**src/hw/rtl/b64d_pkg.sv**
```systemverilog
// Shared types, constants and the alphabet lookup of the base64 stream decoder.
package b64d_pkg;

    localparam int unsigned CharWidth   = 8;
    localparam int unsigned SextetWidth = 6;
    localparam int unsigned LengthWidth = 16;
    localparam int unsigned GroupBytes  = 3;

    // Lookup result code for a character outside the alphabet.
    localparam logic [SextetWidth:0] SEXTET_NONE = 7'd64;

    // Configuration register indexes.
    localparam logic [0:0] REG_MAX_OUTPUT_LENGTH = 1'b0;

    localparam logic [LengthWidth-1:0] MAX_OUTPUT_LENGTH_RESET = 16'd512;

    // Everything one input character produces: up to three bytes, the length
    // before the first of them and the end mark.
    typedef struct packed {
        logic [GroupBytes-1:0][CharWidth-1:0] bytes;
        logic [1:0]                           byte_count;
        logic [LengthWidth-1:0]               base_length;
        logic                                 last;
    } b64d_bundle_t;

    function automatic logic [SextetWidth:0] sextet_of(input logic [CharWidth-1:0] c);
        logic [CharWidth-1:0] v;
        v = 8'd0;
        if (c >= 8'd65 && c <= 8'd90) begin
            v = c - 8'd65;
        end else if (c >= 8'd97 && c <= 8'd122) begin
            v = c - 8'd71;
        end else if (c >= 8'd48 && c <= 8'd57) begin
            v = c + 8'd4;
        end else if (c == 8'd43) begin
            v = 8'd62;
        end else if (c == 8'd47) begin
            v = 8'd63;
        end else begin
            return SEXTET_NONE;
        end
        return {1'b0, v[SextetWidth-1:0]};
    endfunction

endpackage

```
**src/hw/rtl/b64d_front.sv**
```systemverilog
// Front end: classifies characters, collects sextets and forms result bundles.
module b64d_front (
    input  logic                         clk,
    input  logic                         rst_n,
    input  logic                         accept,
    input  logic [7:0]                   text_char,
    input  logic                         last_char,
    input  logic [15:0]                  max_output_length,
    output logic                         bundle_push,
    output b64d_pkg::b64d_bundle_t       bundle
);
    import b64d_pkg::*;

    logic [SextetWidth-1:0] sextet_buffer_reg [GroupBytes];
    logic [SextetWidth-1:0] sextet_buffer_next [GroupBytes];
    logic [1:0]             sextet_count_reg, sextet_count_next;
    logic [LengthWidth-1:0] emitted_count_reg, emitted_count_next;

    logic [SextetWidth:0]   lookup;
    logic                   take;
    logic                   group_done;
    logic [1:0]             held;
    logic [1:0]             want;
    logic [1:0]             emit;
    logic [LengthWidth-1:0] room;
    logic [GroupBytes-1:0][CharWidth-1:0] group_bytes;

    assign lookup = sextet_of(text_char);
    assign take   = (lookup != SEXTET_NONE) && (emitted_count_reg < max_output_length);
    assign group_done = take && (sextet_count_reg == 2'd3);
    assign room = (max_output_length > emitted_count_reg) ?
                  (max_output_length - emitted_count_reg) : '0;

    always_comb
    begin
        sextet_buffer_next = sextet_buffer_reg;
        held = sextet_count_reg;
        if (take && !group_done)
        begin
            sextet_buffer_next[sextet_count_reg] = lookup[SextetWidth-1:0];
            held = sextet_count_reg + 2'd1;
        end
        group_bytes[0] = {sextet_buffer_next[0], sextet_buffer_next[1][5:4]};
        group_bytes[1] = {sextet_buffer_next[1][3:0], sextet_buffer_next[2][5:2]};
        group_bytes[2] = {sextet_buffer_next[2][1:0], lookup[SextetWidth-1:0]};
        if (group_done)
        begin
            want = 2'd3;
        end
        else if (last_char && held >= 2'd2)
        begin
            // A pending pair gives one tail byte, a pending triple two.
            want = held - 2'd1;
        end
        else
        begin
            want = 2'd0;
        end
        emit = (room < {14'd0, want}) ? room[1:0] : want;
    end

    assign bundle.bytes       = group_bytes;
    assign bundle.byte_count  = emit;
    assign bundle.base_length = emitted_count_reg;
    assign bundle.last        = last_char;
    assign bundle_push = accept && ((emit != 2'd0) || last_char);

    always_comb
    begin
        if (last_char || group_done)
        begin
            sextet_count_next = 2'd0;
        end
        else
        begin
            sextet_count_next = held;
        end
        emitted_count_next = last_char ? '0 : (emitted_count_reg + {14'd0, emit});
    end

    always_ff @(posedge clk or negedge rst_n)
    begin
        if (!rst_n)
        begin
            sextet_count_reg  <= 2'd0;
            emitted_count_reg <= '0;
        end
        else if (accept)
        begin
            sextet_count_reg  <= sextet_count_next;
            emitted_count_reg <= emitted_count_next;
        end
    end

    always_ff @(posedge clk)
    begin
        if (accept)
        begin
            sextet_buffer_reg <= sextet_buffer_next;
        end
    end

endmodule

```
**src/hw/rtl/b64d_queue.sv**
```systemverilog
// Short queue of result bundles between the front end and the back end.
module b64d_queue #(
    parameter int unsigned DEPTH = 4
) (
    input  logic                   clk,
    input  logic                   rst_n,
    input  logic                   push,
    input  b64d_pkg::b64d_bundle_t push_data,
    output logic                   full,
    input  logic                   pop,
    output b64d_pkg::b64d_bundle_t pop_data,
    output logic                   empty
);
    import b64d_pkg::*;

    localparam int unsigned PtrWidth = $clog2(DEPTH);
    localparam int unsigned CntWidth = $clog2(DEPTH + 1);
    localparam logic [PtrWidth-1:0] LastPtr = PtrWidth'(DEPTH - 1);
    localparam logic [CntWidth-1:0] FullCount = CntWidth'(DEPTH);

    b64d_bundle_t        mem [DEPTH];
    logic [PtrWidth-1:0] wr_ptr_reg, wr_ptr_next;
    logic [PtrWidth-1:0] rd_ptr_reg, rd_ptr_next;
    logic [CntWidth-1:0] count_reg, count_next;
    logic                do_push, do_pop;

    assign full     = (count_reg == FullCount);
    assign empty    = (count_reg == '0);
    assign do_push  = push && !full;
    assign do_pop   = pop && !empty;
    assign pop_data = mem[rd_ptr_reg];

    always_comb
    begin
        wr_ptr_next = wr_ptr_reg;
        rd_ptr_next = rd_ptr_reg;
        count_next  = count_reg;
        if (do_push)
        begin
            wr_ptr_next = (wr_ptr_reg == LastPtr) ? '0 : wr_ptr_reg + 1'b1;
        end
        if (do_pop)
        begin
            rd_ptr_next = (rd_ptr_reg == LastPtr) ? '0 : rd_ptr_reg + 1'b1;
        end
        if (do_push && !do_pop)
        begin
            count_next = count_reg + 1'b1;
        end
        else if (do_pop && !do_push)
        begin
            count_next = count_reg - 1'b1;
        end
    end

    always_ff @(posedge clk or negedge rst_n)
    begin
        if (!rst_n)
        begin
            wr_ptr_reg <= '0;
            rd_ptr_reg <= '0;
            count_reg  <= '0;
        end
        else
        begin
            wr_ptr_reg <= wr_ptr_next;
            rd_ptr_reg <= rd_ptr_next;
            count_reg  <= count_next;
        end
    end

    always_ff @(posedge clk)
    begin
        if (do_push)
        begin
            mem[wr_ptr_reg] <= push_data;
        end
    end

endmodule

```
**src/hw/rtl/b64d_back.sv**
```systemverilog
// Back end: unpacks queued bundles into one result beat per pop.
module b64d_back (
    input  logic                   clk,
    input  logic                   rst_n,
    input  b64d_pkg::b64d_bundle_t q_data,
    input  logic                   q_empty,
    output logic                   q_pop,
    input  logic                   pop,
    output logic                   empty,
    output logic [7:0]             data_byte,
    output logic                   byte_valid,
    output logic                   end_of_message,
    output logic [15:0]            decoded_length
);
    import b64d_pkg::*;

    b64d_bundle_t cur_reg;
    logic         cur_valid_reg;
    logic [1:0]   idx_reg;
    logic [1:0]   last_idx;
    logic         advance;
    logic         finishing;

    assign last_idx  = (cur_reg.byte_count == 2'd0) ? 2'd0 : cur_reg.byte_count - 2'd1;
    assign advance   = pop && cur_valid_reg;
    assign finishing = !cur_valid_reg || (advance && idx_reg == last_idx);
    assign q_pop     = finishing && !q_empty;

    assign empty          = !cur_valid_reg;
    assign byte_valid     = (cur_reg.byte_count != 2'd0);
    assign data_byte      = byte_valid ? cur_reg.bytes[idx_reg] : 8'd0;
    assign end_of_message = cur_reg.last && (idx_reg == last_idx);
    // Each beat reports the count including its own byte.
    assign decoded_length = byte_valid ?
                            (cur_reg.base_length + {14'd0, idx_reg} + 16'd1) :
                            cur_reg.base_length;

    always_ff @(posedge clk or negedge rst_n)
    begin
        if (!rst_n)
        begin
            cur_valid_reg <= 1'b0;
            idx_reg       <= 2'd0;
        end
        else if (q_pop)
        begin
            cur_valid_reg <= 1'b1;
            idx_reg       <= 2'd0;
        end
        else if (finishing)
        begin
            cur_valid_reg <= 1'b0;
            idx_reg       <= 2'd0;
        end
        else if (advance)
        begin
            idx_reg <= idx_reg + 2'd1;
        end
    end

    always_ff @(posedge clk)
    begin
        if (q_pop)
        begin
            cur_reg <= q_data;
        end
    end

endmodule

```
**src/hw/rtl/base64_stream_decoder.sv**
```systemverilog
// Top level of the base64 stream decoder with its configuration port.
// The decoder takes one character beat per clock cycle for as long as full is
// low; full rises only when all QUEUE_DEPTH entries of the internal bundle queue
// are occupied. A character completing a group of four sextets queues up to
// three byte beats, a last character queues its tail bytes or a single end
// beat, and other characters queue nothing. The back end drains one result
// beat per pop, so a message yields results at one beat per cycle while beats
// wait and pop is held; input stalls only when the consumer falls behind by
// more than the queue holds. The limit register max_output_length (byte
// address 0, reset 512) should be written only while the decoder is idle.
module base64_stream_decoder #(
    parameter int unsigned QUEUE_DEPTH = 4
) (
    input  logic        clk,
    input  logic        rst_n,
    input  logic        psel,
    input  logic        penable,
    input  logic        pwrite,
    input  logic [2:0]  paddr,
    input  logic [31:0] pwdata,
    output logic [31:0] prdata,
    output logic        pready,
    input  logic        push,
    output logic        full,
    input  logic [7:0]  text_char,
    input  logic        last_char,
    output logic        empty,
    input  logic        pop,
    output logic [7:0]  data_byte,
    output logic        byte_valid,
    output logic        end_of_message,
    output logic [15:0] decoded_length
);
    import b64d_pkg::*;

    logic [LengthWidth-1:0] max_output_length_reg;
    logic                   cfg_write;
    logic                   accept;
    logic                   bundle_push;
    b64d_bundle_t           bundle;
    b64d_bundle_t           q_data;
    logic                   q_empty;
    logic                   q_pop;

    assign pready    = 1'b1;
    assign cfg_write = psel && penable && pwrite && pready;
    assign prdata    = (paddr[2] == REG_MAX_OUTPUT_LENGTH) ?
                       {16'd0, max_output_length_reg} : 32'd0;

    always_ff @(posedge clk or negedge rst_n)
    begin
        if (!rst_n)
        begin
            max_output_length_reg <= MAX_OUTPUT_LENGTH_RESET;
        end
        else if (cfg_write && paddr[2] == REG_MAX_OUTPUT_LENGTH)
        begin
            max_output_length_reg <= pwdata[LengthWidth-1:0];
        end
    end

    assign accept = push && !full;

    b64d_front u_front (
        .clk               (clk),
        .rst_n             (rst_n),
        .accept            (accept),
        .text_char         (text_char),
        .last_char         (last_char),
        .max_output_length (max_output_length_reg),
        .bundle_push       (bundle_push),
        .bundle            (bundle)
    );

    b64d_queue #(
        .DEPTH (QUEUE_DEPTH)
    ) u_queue (
        .clk       (clk),
        .rst_n     (rst_n),
        .push      (bundle_push),
        .push_data (bundle),
        .full      (full),
        .pop       (q_pop),
        .pop_data  (q_data),
        .empty     (q_empty)
    );

    b64d_back u_back (
        .clk            (clk),
        .rst_n          (rst_n),
        .q_data         (q_data),
        .q_empty        (q_empty),
        .q_pop          (q_pop),
        .pop            (pop),
        .empty          (empty),
        .data_byte      (data_byte),
        .byte_valid     (byte_valid),
        .end_of_message (end_of_message),
        .decoded_length (decoded_length)
    );

endmodule
```
**config.mk**
```make
export PLATFORM = sky130hd
export DESIGN_NAME = base64_stream_decoder
export DESIGN_NICKNAME = d
export VERILOG_FILES = /design/src/hw/rtl/b64d_pkg.sv /design/src/hw/rtl/b64d_front.sv /design/src/hw/rtl/b64d_queue.sv /design/src/hw/rtl/b64d_back.sv /design/src/hw/rtl/base64_stream_decoder.sv
export SDC_FILE = /design/constraint.sdc
export NUM_CORES = 1
export LEC_CHECK = 0
export ABC_CLOCK_PERIOD_IN_PS = 7500
export BUFFER_PORTS_ARGS = -buffer_cell sky130_fd_sc_hd__buf_2
export CORE_ASPECT_RATIO = 1.5
export CORE_UTILIZATION = 30
export CTS_BUF_LIST = sky130_fd_sc_hd__clkbuf_4 sky130_fd_sc_hd__clkbuf_8
export DETAILED_ROUTE_END_ITERATION = 16
export GPL_ROUTABILITY_DRIVEN = 0
export PLACE_DENSITY = 0.49
export SYNTH_ARGS = -nofsm -noshare
export SYNTH_HDL_FRONTEND = slang
export SYNTH_SLANG_ARGS = --single-unit
```
**constraint.sdc**
```tcl
create_clock -name clk -period 7.5 [get_ports clk]
set_input_delay 0.75 -clock clk [delete_from_list [all_inputs] [get_ports clk]]
set_output_delay 0.75 -clock clk [all_outputs]
set_load 0.02 [all_outputs]
```
==> metrics.txt <==
status completed; switch share 0.318; DP Cell Count 1503; Area contributors post-synth edfxtp_1 54%, dfrtp_1 8.4%, mux4_2 7.5%; RSZ-0062 raised after global routing false; first-pass GRT wire length 43800 um; cts bufs inserted 43; port bufs 76; die width 171 um; WP data arrival 6.71 ns; peak supply drop 0.138 mV; DR WL/cell 17.4 um; Clock power frac 0.273; Nets 1079; Crit Reg-Reg Startpoint u_front.emitted_count_reg[4]; CTS resizes 0; Yosys top cell area share 0.544; # rows 92; layout cells sized above 1 0.259; worst r2r path cells 23; Worst Hold Class primary input to async pin; Slew Limit Fails 0; unique cell type count in the Yosys netlist 68; CTS tree done; die area 43700 um^2; Worst-path clk slew 0.07 ns; Fin. Hold Viols 0; Crit. End Element flip-flop; I/O pin count around 110; Max Buffers Root-to-Sink 3; Rel. slew slack 0.349; # hold bufs at CTS 0; Post-DP HPWL around 18000 um; setup TNS after final layout 0 ns; Logic pwr share 0.293; largest net degree at the start of global routing 47; Pre-Repair DR Iteration Count 5; postcts setup bufs 0; leak pwr roughly 5.4 nW; WHS 0.293 ns; P_sw approximately 1.6 mW; RR Endpoint u_queue.count_reg[1]; synthesis-to-finish area growth 15.5%; Remaining DRCs 0; worst slack, placed 1.00 ns; insertion delay to the later sink of the worst-skew pair 0.57 ns; final setup margin 1.22 ns; Core ar. 42100 um^2; post-synthesis sequential area ratio 0.630; initial drt markers 350; final period demand of the worst path about 6.3 ns; crit path max fanout 11; EDFF count, synth 233; Post-Syn Instances between 800 and 900; final core utilization 0.353; Crit Path Class flip-flop to flip-flop; PwrDens 339 nW/um^2; vias per inst 4.70; Max-Cap Viols 0; dominant synthesized flop cell edfxtp_1; total wire length 27600 um; Die H roughly 260 um; FF+latch count, synth 277; Tightest Pin Transition 0.971 ns; Synth Area per Inst 14.7 um^2; Final Non-Filler Cells 1583; top-count cell post-synth edfxtp_1; Largest register FFs between 150 and 200; Post-synth ARST share 0.159; vias roughly 7400; aggregate global-route resource usage 0.131; internal power approximately 3.4 mW; # setup viols final 0; sequential share of power 0.434; Startpoint Class flip-flop; Commonest cells post-synth 233 x edfxtp_1, 58 x nor2_1, 50 x inv_1, 49 x nand2_1; crit share post-route 0.837; reg2reg setup slack 1.22 ns; Max Clock Freq 0.159 GHz; Initial Utilization 0.305; Fin Clk Skew 0.0269 ns; WP data required 7.94 ns; vias in the first global route 7714; initial antenna violation count 1; fillers 4134; root buffer cell clkbuf_8; grt ovf 0; Yosys warning total 0; Detail Route Antenna Nets 0; synthesized area between 10000 and 15000 um^2; htree depth 2; cell accounting for the most synthesized area edfxtp_1; clk sink count 277
==> cell type report <==
class | count | area, um^2 | area share
repair buffers | 87 | 500 | 0.0337
diodes | 1 | 2.50 | 0.000168
clock inverters | 18 | 194 | 0.0131
multi-input cells | 525 | 4430 | 0.298
inverters | 50 | 188 | 0.0126
clock buffers | 61 | 739 | 0.0498
flip-flops and latches | 277 | 8100 | 0.545
well taps | 564 | 706 | 0.0475
==> through the flow <==
stage                     instance area, um^2  total power [mW]
after floorplan                         12900              3.28
after CTS                               14900              5.14
after global routing                    14900              5.34
after global placement                  13900              3.72
final                                   14900              5.04
after detailed placement                13900              3.75
==> power groups by stage <==
| stage | sequential (mW) | combinational, mW | clock [mW] |
|---|---|---|---|
| after floorplan | 2.16 | 1.12 | 0 |
| after global placement | 2.22 | 1.51 | 0 |
| after detailed placement | 2.23 | 1.52 | 0 |
| after CTS | 2.20 | 1.52 | 1.42 |
| after global routing | 2.22 | 1.64 | 1.48 |
| final | 2.19 | 1.48 | 1.38 |
==> metal layers <==
layer | vias to the layer above | routed length, um | GRT usage
met5 | - | 0 | 0
met4 | 0 | 624 | 0.0454
met3 | 46 | 1070 | 0.0213
met2 | 151 | 14500 | 0.238
met1 | 3724 | 11400 | 0.153
li1 | 3520 | - | -
==> worst max-delay path, stage by stage (launching register included) <==
cell	delay [ns]
dfrtp_1	0.49
inv_1	0.12
ha_1	0.47
o211ai_1	0.19
o211ai_1	0.30
a21oi_1	0.19
a21oi_1	0.34
nand2b_1	0.18
nor2_1	0.44
nand2_1	0.09
o21ai_0	0.09
ha_1	0.21
or2_2	0.13
a31oi_1	0.12
or3b_2	0.49
o211ai_1	0.19
a21oi_1	0.09
o21a_1	0.35
o31ai_4	0.59
inv_1	0.10
ha_1	0.23
inv_1	0.08
fa_1	0.39
mux2_2	0.27
==> placed cells by master, fill, tap and decap left out, types with 16 or more instances in the layout <==
master / Yosys / final
mux2_2: 39 / 39
ha_1: 40 / 40
nor2_1: 58 / 54
nor2b_1: 21 / 20
edfxtp_1: 233 / 233
clkbuf_4: 0 / 16
buf_2: 0 / 76
o21ai_0: 25 / 25
mux4_2: 43 / 43
xnor2_1: 28 / 28
nand3_1: 19 / 19
a21oi_1: 43 / 43
dfrtp_1: 43 / 41
conb_1: 2 / 17
clkbuf_8: 0 / 45
inv_1: 50 / 50
nand2_1: 49 / 49
==> worst max-delay path by stage <==
stage | slack (ns) | end | start | cells after the start
after global placement | 1.12 | u_queue.count_reg[1] | text_char[0] | 22
after detailed placement | 1.00 | u_queue.count_reg[1] | text_char[0] | 24
final | 1.22 | u_queue.count_reg[1] | u_front.emitted_count_reg[4] | 23
after floorplan | 1.28 | u_queue.mem[0][0] | text_char[0] | 18
after global routing | 0.59 | u_front.emitted_count_reg[11] | u_front.emitted_count_reg[4] | 25
after CTS | 1.20 | u_queue.count_reg[1] | u_front.emitted_count_reg[4] | 21
==> cells by family after synthesis <==
| family | share of synthesized area |
|---|---|
| AOI/OAI and AO/OA | 0.0634 |
| xor gates and xnor gates | 0.0238 |
| adders and majority gates | 0.0451 |
| buffers and inverters | 0.0333 |
| DFF | 0.630 |
| muxes | 0.120 |
| other | 0.000584 |
| and+or+nand+nor | 0.0835 |
Power figures use the tool's default switching activity.
